$ cat config.mk
export PLATFORM = sky130hd
export DESIGN_NAME = bounded_decimal_text_parser_core
export DESIGN_NICKNAME = d
export VERILOG_FILES = /design/src/rtl/bdtp_pkg.sv /design/src/rtl/bdtp_step.sv /design/src/rtl/bounded_decimal_text_parser_core.sv
export SDC_FILE = /design/constraint.sdc
export NUM_CORES = 1
export LEC_CHECK = 0
export ABC_AREA = 1
export BUFFER_PORTS_ARGS = -buffer_cell sky130_fd_sc_hd__clkbuf_2
export CAP_MARGIN = 20
export CORE_UTILIZATION = 63
export CTS_BUF_LIST = sky130_fd_sc_hd__clkbuf_2 sky130_fd_sc_hd__clkbuf_4 sky130_fd_sc_hd__clkbuf_8
export DETAILED_ROUTE_END_ITERATION = 10
export PLACE_DENSITY = 0.84
export SYNTH_ARGS = -nofsm -noshare
export SYNTH_HDL_FRONTEND = slang
export SYNTH_SLANG_ARGS = --single-unit
$ cat constraint.sdc
create_clock -name clk -period 7.25 [get_ports clk]
set_clock_uncertainty 0.2 [all_clocks]
set_input_delay 0.725 -clock clk [delete_from_list [all_inputs] [get_ports clk]]
set_output_delay 0.725 -clock clk [all_outputs]
set_load 0.02 [all_outputs]
$ cat src/rtl/bdtp_pkg.sv
`default_nettype none

package bdtp_pkg;

    // Reset value of the magnitude bound register.
    localparam logic [14:0] BOUND_RESET = 15'd1000;

    // Characters with a meaning of their own.
    localparam logic [7:0] CH_PLUS  = 8'h2B;
    localparam logic [7:0] CH_MINUS = 8'h2D;
    localparam logic [7:0] CH_ZERO  = 8'h30;
    localparam logic [7:0] CH_NINE  = 8'h39;
    localparam logic [7:0] CH_SPACE = 8'h20;
    localparam logic [7:0] CH_TAB   = 8'h09;
    localparam logic [7:0] CH_LF    = 8'h0A;
    localparam logic [7:0] CH_VT    = 8'h0B;
    localparam logic [7:0] CH_FF    = 8'h0C;
    localparam logic [7:0] CH_CR    = 8'h0D;

    // Scale of one decimal digit.
    localparam logic [18:0] DEC_RADIX = 19'd10;

    // Where the parser stands within the current buffer.
    typedef enum logic [1:0] {
        PH_LEAD   = 2'd0,
        PH_SIGN   = 2'd1,
        PH_DIGITS = 2'd2,
        PH_TRAIL  = 2'd3
    } phase_t;

    // One input character.
    typedef struct packed {
        logic [7:0] char_byte;
        logic       byte_present;
        logic       last_byte;
    } in_item_t;

    // One parse result.
    typedef struct packed {
        logic signed [15:0] parsed_value;
        logic               parse_error;
    } out_item_t;

    // Parse state carried from one character to the next.
    typedef struct packed {
        phase_t      phase;
        logic        negative;
        logic [14:0] magnitude;
        logic        failed;
    } parse_state_t;

    localparam parse_state_t STATE_CLEAR = '{
        phase:     PH_LEAD,
        negative:  1'b0,
        magnitude: 15'd0,
        failed:    1'b0
    };

    function automatic logic is_ws(input logic [7:0] c);
        return (c == CH_SPACE) || (c == CH_TAB) || (c == CH_LF) ||
               (c == CH_CR) || (c == CH_FF) || (c == CH_VT);
    endfunction

    function automatic logic is_digit(input logic [7:0] c);
        return (c >= CH_ZERO) && (c <= CH_NINE);
    endfunction

endpackage

`default_nettype wire

$ cat src/rtl/bdtp_step.sv
`default_nettype none

module bdtp_step (
    input  wire bdtp_pkg::in_item_t     item,
    input  wire bdtp_pkg::parse_state_t state,
    input  wire logic [14:0]            bound,
    output bdtp_pkg::parse_state_t      state_next,
    output bdtp_pkg::out_item_t         result
);
    import bdtp_pkg::*;

    logic [18:0]  digit_sum;
    logic         digit_over;
    parse_state_t upd;
    logic         err;
    logic [15:0]  mag_ext;

    // Magnitude scaled by ten plus the new digit, checked against the bound.
    assign digit_sum  = 19'(state.magnitude) * DEC_RADIX + {15'd0, item.char_byte[3:0]};
    assign digit_over = digit_sum > {4'd0, bound};

    // Character classification and state update.
    always_comb
    begin
        upd = state;
        if (item.byte_present && !state.failed)
        begin
            unique case (state.phase)
                PH_LEAD:
                begin
                    if (is_ws(item.char_byte))
                    begin
                        upd.phase = PH_LEAD;
                    end
                    else if ((item.char_byte == CH_PLUS) || (item.char_byte == CH_MINUS))
                    begin
                        upd.negative = (item.char_byte == CH_MINUS);
                        upd.phase    = PH_SIGN;
                    end
                    else if (is_digit(item.char_byte))
                    begin
                        upd.phase = PH_DIGITS;
                        if (digit_over)
                            upd.failed = 1'b1;
                        else
                            upd.magnitude = digit_sum[14:0];
                    end
                    else
                    begin
                        upd.failed = 1'b1;
                    end
                end
                PH_SIGN, PH_DIGITS:
                begin
                    if (is_digit(item.char_byte))
                    begin
                        upd.phase = PH_DIGITS;
                        if (digit_over)
                            upd.failed = 1'b1;
                        else
                            upd.magnitude = digit_sum[14:0];
                    end
                    else if ((state.phase == PH_DIGITS) && is_ws(item.char_byte))
                    begin
                        upd.phase = PH_TRAIL;
                    end
                    else
                    begin
                        upd.failed = 1'b1;
                    end
                end
                PH_TRAIL:
                begin
                    if (!is_ws(item.char_byte))
                        upd.failed = 1'b1;
                end
            endcase
        end
    end

    // Result on the last character; the state starts afresh after it.
    assign err     = upd.failed || !((upd.phase == PH_DIGITS) || (upd.phase == PH_TRAIL));
    assign mag_ext = {1'b0, upd.magnitude};

    always_comb
    begin
        result.parse_error = err;
        if (err)
            result.parsed_value = 16'sd0;
        else if (upd.negative)
            result.parsed_value = $signed(16'd0 - mag_ext);
        else
            result.parsed_value = $signed(mag_ext);
        state_next = item.last_byte ? STATE_CLEAR : upd;
    end

endmodule

`default_nettype wire

$ cat src/rtl/bounded_decimal_text_parser_core.sv
// Signed decimal text parser with a programmable magnitude bound.
//
// The item channel carries one character of a text buffer per transfer,
// flagged with byte_present and last_byte; an empty buffer is one transfer
// with byte_present low and last_byte high. The result channel carries one
// transfer per buffer, on its last character: the signed value and an error
// flag (the value is zero on error).
// A character taken is held in the input register and parsed from there;
// for the last character the result is written to the result register.
// Throughput: one character per cycle unless a last character waits for
// the result register; the step logic's multiply by ten and add is combinational.
// While the receiver stalls a result, characters that are not the last of a
// buffer keep flowing; a last character waits in the input register until
// the result register is free.
// cfg_write_en writes the magnitude bound in the same edge, with no wait.
// Reset empties both registers, clears the parse state and sets the bound
// to 1000.
`default_nettype none

module bounded_decimal_text_parser_core (
    input  wire logic               clk,
    input  wire logic               rst_n,
    input  wire logic               item_valid,
    output logic                    item_ready,
    input  wire bdtp_pkg::in_item_t item,
    output logic                    result_valid,
    input  wire logic               result_ready,
    output bdtp_pkg::out_item_t     result,
    input  wire logic               cfg_write_en,
    input  wire logic [14:0]        cfg_write_data
);
    import bdtp_pkg::*;

    logic         item_valid_reg;
    in_item_t     item_reg;
    logic         result_valid_reg;
    out_item_t    result_reg;
    parse_state_t state_reg;
    parse_state_t state_next;
    logic [14:0]  bound_reg;
    out_item_t    step_result;
    logic         result_free;
    logic         consume;

    // Per-character parse logic.
    bdtp_step u_step (
        .item       (item_reg),
        .state      (state_reg),
        .bound      (bound_reg),
        .state_next (state_next),
        .result     (step_result)
    );

    // Handshake: a held character moves on unless it needs a busy result slot.
    assign result_free = !result_valid_reg || result_ready;
    assign consume     = item_valid_reg && (!item_reg.last_byte || result_free);
    assign item_ready  = !item_valid_reg || consume;

    // Control state, parse state and the bound register.
    always_ff @(posedge clk or negedge rst_n)
    begin
        if (!rst_n)
        begin
            item_valid_reg   <= 1'b0;
            result_valid_reg <= 1'b0;
            state_reg        <= STATE_CLEAR;
            bound_reg        <= BOUND_RESET;
        end
        else
        begin
            if (item_ready)
                item_valid_reg <= item_valid;
            if (consume)
                state_reg <= state_next;
            if (consume && item_reg.last_byte)
                result_valid_reg <= 1'b1;
            else if (result_ready)
                result_valid_reg <= 1'b0;
            if (cfg_write_en)
                bound_reg <= cfg_write_data;
        end
    end

    // Payload registers.
    always_ff @(posedge clk)
    begin
        if (item_ready && item_valid)
            item_reg <= item;
        if (consume && item_reg.last_byte)
            result_reg <= step_result;
    end

    assign result_valid = result_valid_reg;
    assign result       = result_reg;

    // An error result always carries a zero value.
    assert property (@(posedge clk) disable iff (!rst_n)
        result_valid_reg && result_reg.parse_error |-> result_reg.parsed_value == 16'sd0)
        else $error("error result with a non-zero value");

    // A valid result never reaches the most negative code.
    assert property (@(posedge clk) disable iff (!rst_n)
        result_valid_reg |-> result_reg.parsed_value != 16'sh8000)
        else $error("result value out of range");

    // The parse state starts afresh after the last character of a buffer.
    assert property (@(posedge clk) disable iff (!rst_n)
        consume && item_reg.last_byte |=>
            (state_reg.phase == PH_LEAD) && !state_reg.failed &&
            (state_reg.magnitude == 15'd0) && !state_reg.negative)
        else $error("parse state not cleared after end of buffer");

    // A stalled result is never overwritten by the next buffer's result.
    assert property (@(posedge clk) disable iff (!rst_n)
        result_valid_reg && !result_ready |-> !(consume && item_reg.last_byte))
        else $error("result overwritten while stalled");

endmodule

`default_nettype wire
After elaboration in Yosys (flattened, before gate mapping) --
Index checks and enable logic that the tools add are counted.
Cells by class: order comparisons 3, bitwise logic cells 1, equal/unequal tests 13, multiplexer cells 24, $add $sub $neg 2, reductions and logical operators 26, multipliers 1
Operator list (count):
- 15-bit 2-to-1 mux | 3
- 8-bit by 4-bit == test with 1-bit output, second input constant | 5
- 19-bit 2-to-1 mux | 2
- 15-bit case mux with 2 select lines | 1
- 8-bit by 6-bit == test with 1-bit output, second input constant | 3
- 19-bit by 4-bit adder with 19-bit output | 1
- 19-bit by 15-bit greater-than comparator with 1-bit output | 1
- 15-bit by 3-bit multiplier with 18-bit output, second input constant | 1
- 17-bit 2-to-1 mux | 1
- 16-bit 2-to-1 mux | 1
- 1-bit by 15-bit subtractor with 16-bit output, first input constant | 1
- 1-bit logical OR | 11
- 2-bit 2-to-1 mux | 5
- 1-bit 2-to-1 mux | 9
- 2-bit == test, second input constant | 4
- 8-bit by 6-bit greater-or-equal comparator with 1-bit output, second input constant | 1
- 8-bit by 6-bit less-or-equal comparator with 1-bit output, second input constant | 1
- 1-bit logical AND | 6
- 1-bit logical NOT | 5
- 2-bit case mux with 2 select lines | 1
- 2-bit OR reduction | 2
- 1-bit case mux with 3 select lines | 1
- 2-bit by 1-bit == test with 1-bit output, second input constant | 1
- 2-bit logical NOT | 1
- other kinds (2) | 2
Storage, ports and cells: output and inout bits 19, flip-flop bits (word level) 63, input bits 30

Depth between registers and ports, before layout --
word-level depth 16, gate-level depth with buffers 39

Cells and area by module --
A second synthesis with hierarchy kept.
Unflattened totals: cell total of the unflattened synthesis 856, area total of the unflattened synthesis 5886.9 µm²
Modules (own cells, without submodules):
- bdtp_step | area an instance 3627.2 µm², seq. area each 0.0 µm², cells each 672, instances 1
- bounded_decimal_text_parser_core | area an instance 2259.7 µm², seq. area each 1719.1 µm², cells each 184, instances 1

Worst setup path before layout --
Ideal clock, no wire load.
path type flip-flop to flip-flop, start reg state_reg[2] (netlist bit), end reg result_reg, in the netlist result[13], data pin, required time 6795 ps, arrival time 4647 ps, clock period less this slack 5102 ps, path slack 2148 ps, setup time 255 ps, cell stages (with the launch flop) 32, path through dfrtp_1 > ha_1 > ha_1 > fa_1 > xnor2_1 > nand3b_4 > a21oi_2 > nand3_2 > nor2_2 > nand2_1 > xnor2_1 > ha_1 > a21oi_1 > nor2_1 > a211oi_1 > nand2_1 > a21oi_1 > nand3_2 > nor2_4 > nand2_2 > buf_6 > nand2_1 > o21ai_1 > o22ai_1 > inv_1 > ha_1 > nand2_1 > inv_1 > nand2_1 > nand3_1 > nand2_1 > nor2_1
Between the ends: cells in the longest elaborated chain, start to end 11
RTL lines:
- start: declaration | line bounded_decimal_text_parser_core.sv:38 | parse_state_t state_reg;
- start signal: assignment | line bounded_decimal_text_parser_core.sv:74 | state_reg <= state_next;
- 15-bit by 3-bit multiplier with 18-bit output | line bdtp_step.sv:19 | assign digit_sum = 19'(state.magnitude) * DEC_RADIX + {15'd0, item.char_byte[3:0]};
- 19-bit by 4-bit adder with 19-bit output | line bdtp_step.sv:19
- 19-bit by 15-bit greater-than comparator with 1-bit output | line bdtp_step.sv:20 | assign digit_over = digit_sum > {4'd0, bound};
- 15-bit 2-to-1 mux | line bdtp_step.sv:43, bdtp_step.sv:58
- 15-bit 2-to-1 mux | line bdtp_step.sv:55 | if (is_digit(item.char_byte))
- 16-bit 2-to-1 mux | line bdtp_step.sv:35 | else if ((item.char_byte == CH_PLUS) || (item.char_byte == CH_MINUS))
- 17-bit 2-to-1 mux | line bdtp_step.sv:31 | if (is_ws(item.char_byte))
- 15-bit case mux with 2 select lines | line bdtp_step.sv:28 | unique case (state.phase)
- 19-bit 2-to-1 mux (*) | line bdtp_step.sv:26 | if (item.byte_present && !state.failed)
- 1-bit by 15-bit subtractor with 16-bit output | line bdtp_step.sv:91 | result.parsed_value = $signed(16'd0 - mag_ext);
- 15-bit 2-to-1 mux | line bdtp_step.sv:90 | else if (upd.negative)
- end signal: assignment | line bounded_decimal_text_parser_core.sv:90 | result_reg <= step_result;
- end: declaration | line bounded_decimal_text_parser_core.sv:37 | out_item_t result_reg;
Mark *: on every way between the ends. The rest lies on a longest branch, timed or not. A chain may end at the register's enable or synchronous reset.

Final worst setup path --
Ends and elaborated chain as after synthesis.

==> results <==
- The number of global-route vias before repair is 4825.
- Summing all multi-input logic gate instances after layout gives between 3000 and 4000 um2.
- The type of origin of the critical path is a register.
- After synthesis the netlist holds a flip-flop and latch count of 63.
- The synthesized instance count is ~800.
- Tracing the worst setup path back leads to its startpoint at state_reg[2].
- The cell area that synthesis handed to floorplanning was 5450 um2.
- Data arrives at the worst endpoint at ~6200 ps.
- The largest voltage drop on the vdd net is about 0.21 mV.
- The total routing usage reported by global routing is 0.329.
- The number of remaining DRC errors is 0.
- The per-instance average area after synthesis is 7.02 um2.
- The sequential share of power is 0.384.
- The latest clock arrival within the worst-skew pair is 350 ps.
- Entering global routing, the biggest net connects 37 pins.
- The wire length of the first global-routing pass is 22800 um.
- The row count is 33.
- The routed layout has 5330 vias.
- Leaving out filler cells and counting taps, the final layout contains 928.
- The switching share of power is 0.356.
- Summed over all failing endpoints, the final setup total negative slack is 0 ps.
- The number of setup buffers added after CTS is 0.
- The power dissipated by switching net loads is 385 uW.
- The storage element area is 1720 um2.
- The worst path needs 6310 ps of the cycle, external delays included.
- The tightest min-delay check is of the register to register type.
- Leaving out fill and tap cells, the most frequent cells in the layout are sky130_fd_sc_hd__nand2_1 (216), sky130_fd_sc_hd__inv_1 (118), sky130_fd_sc_hd__nand3_1 (59).
- The register with the most flip-flops in the layout has 19 of them.
- For this run, the register share of the synthesized area comes to 0.315.
- The area of the core is 8300 um2.
- The number of max-slew violations in the final report was 0.
- The initial antenna violation count is 0.
- The largest fanout of any net on the critical path is 20.
- The total overflow left after global routing is 0.
- Of the available clock period, the critical path in the final layout requires 0.870.
- The clock net in this run drives a total of 63 sinks.
- The via-per-instance ratio is 5.74.
- Yosys mapped a number of flops with a built-in enable equal to 27.
- Clock-pin slew was measured on the worst setup and hold paths at around 80 ps.
- The tool flagged a number of max-cap violations equal to 0.
- The register-to-register setup slack is 940 ps.
- The setup path with the least slack is of type register to register.
- The hold violation total from the final report is 0.
- In this design, the critical path's most frequently occurring cell is sky130_fd_sc_hd__nand2_1.
- The die covers 9030 um2.
- The total of cells resized after clock tree synthesis is 0.
- The number of buffers inserted during clock tree synthesis is 9.
- The last weighted congestion value of the routability-driven placer is 0.927.
- Setup violations remaining at the end of the flow were counted as 0.
- The flow ran to the end, and the final reports show no timing, DRC or antenna violations.
- The power density of the placed cells is 182 nW/um2.
- The count of inserted antenna diode cells is 0.
- The clock tree from TritonCTS is built.
- The initial utilization of the core area, before any placement, comes to 0.657.
- The half-perimeter wire length after placement is 10800 um.
- Setup repair after global routing left no endpoint under its margin.
- The largest single stage delay on the critical path is 480 ps.
- Counting distinct cell types in the post-synthesis netlist gives 46.
- The analysis attributes to cell leakage a power of 0.00318 uW.
- Pin placement for this block handled 49 I/O pins.
- Dividing the detail-routed wire length by the instance count gives 15.3 um.
- The library cell used most frequently in the layout, excluding fill and tap cells, is sky130_fd_sc_hd__nand2_1.
- Counting cells, the worst reg-to-reg path comes to 30.
- Of all flip-flops after synthesis, the portion carrying an async set or reset was 0.571.
- The first detailed-routing pass ran for 5 iterations.
- The normalized max-slew margin is 0.388.
- The number of hold buffers added after cts is 0.
- In this run the critical register-to-register path is launched from state_reg[2].
- The number of nets handed over by synthesis was ~860.
- STA puts the critical path data required time at just over 7000 ps.
- The post-layout utilization of the core is 0.715.
- In the synthesized netlist the dominant register cell turns out to be sky130_fd_sc_hd__dfrtp_1.
- The fraction of layout instances using a drive strength above 1 is 0.136.
- In this run the horizontal extent of the chip is between 90 and 100 um.
- The clock tree root buffer cell is sky130_fd_sc_hd__clkbuf_8.
- Input and output buffers added on the ports amount to 48.
- The maximum achievable frequency is 159 MHz.
- The share of total power in combinational logic is 0.296.
- Measured along the y axis, the die boundary spans 95.0 um.
- The slowest stage cell on the critical path is sky130_fd_sc_hd__fa_1.
- The layout-stage area growth over the synthesis result is 8.81%.
- The filler cells instantiated in the layout total 726.
- On the final layout, the worst hold slack is 303 ps.
- The maximum clock insertion buffer count is 2.
- The detail route stage leaves a number of antenna-violating nets equal to 0.
- The critical path ends at result[13].
- The total wire length after detailed routing is between 10000 and 15000 um.
- The capture point of the worst reg-to-reg path is result[13].
- The count of yosys warnings during synthesis is 0.
- The total placed cells including tap cells is 912.
- The number of H-tree levels is 3.
- The actual slew at the worst max-slew pin is approximately 920 ps.
- STA classifies the critical path endpoint as a register.
- The first routing iteration left 370 violations.
- After the last flow step, the layout net total stands at 898.
- Internal power comes to approximately 700 uW.
- The share of power burned in the clock network is 0.320.
[how the worst min path moves through the flow]
stage	from	end	cells past startpoint	slack, ps
after global placement	state_reg[16]	state_reg[16]	2	280
final	bound_reg[8]	bound_reg[8]	2	300
after CTS	bound_reg[7]	bound_reg[7]	2	300
after global routing	state_reg[16]	state_reg[16]	2	330
after floorplan	rst_n	bound_reg[0]	0	230
after detailed placement	state_reg[16]	state_reg[16]	2	290
[worst max-delay path, delay by kind of cell, from the launching register on]
kind / cells / cell delay, ps
compound gates: 6 / 1120
simple gates: 15 / 1970
fa+ha+maj: 5 / 1620
xor+xnor: 2 / 480
buf+inv: 2 / 210
flops: 1 / 460
[power groups by stage]
stage	Sequential (uW)	Combinational, uW	Clock, uW
5_1_grt	417	352	363
3_5_place_dp	422	307	0
2_1_floorplan	424	232	0
3_3_place_gp	420	298	0
4_1_cts	414	311	348
6_report	415	319	346
[stage by stage]
step	power, uW	setup WS, ps	cell area (um2)
2_1_floorplan	657	2150	5450
3_3_place_gp	718	1430	5720
3_5_place_dp	729	1060	5720
4_1_cts	1070	1010	5930
5_1_grt	1130	529	5930
6_report	1080	945	5930
[cell type report]
cell class,instances,area share
inverter,125,0.0793
clock inverter,6,0.0141
sequential,63,0.290
tap,105,0.0221
clock buffer,10,0.0221
multi-input combinational,571,0.532
timing repair buffer,48,0.0405
[cell families after synthesis]
| logic type | after synthesis | share of synthesized area |
|---|---|---|
| xor+xnor | 10 | 0.0161 |
| mux | 1 | 0.00207 |
| buf+inv | 143 | 0.106 |
| compound gates | 125 | 0.128 |
| flops | 63 | 0.315 |
| fa+ha+maj | 50 | 0.117 |
| simple gates | 385 | 0.315 |
[cells in the mapped netlist, drive strengths merged (8+ instances only)]
cell / count / area (um2)
nand4: 12 / 75.1
inv: 123 / 462
dfrtp: 30 / 751
edfxtp: 27 / 811
nor2: 62 / 290
o22ai: 16 / 100
nand3: 62 / 325
ha: 48 / 601
clkbuf: 11 / 41.3
nand2: 228 / 886
a21oi: 54 / 274
nor3: 8 / 40.0
o21ai: 41 / 213
[layer usage]
metal	track usage	part of all wire	wire, um
met3	0.0526	0.066	936
met1	0.436	0.44	6300
met5	0	0	0
met2	0.552	0.47	6670
met4	0.0947	0.018	255
Note: power is estimated with default switching activity, not from simulation.
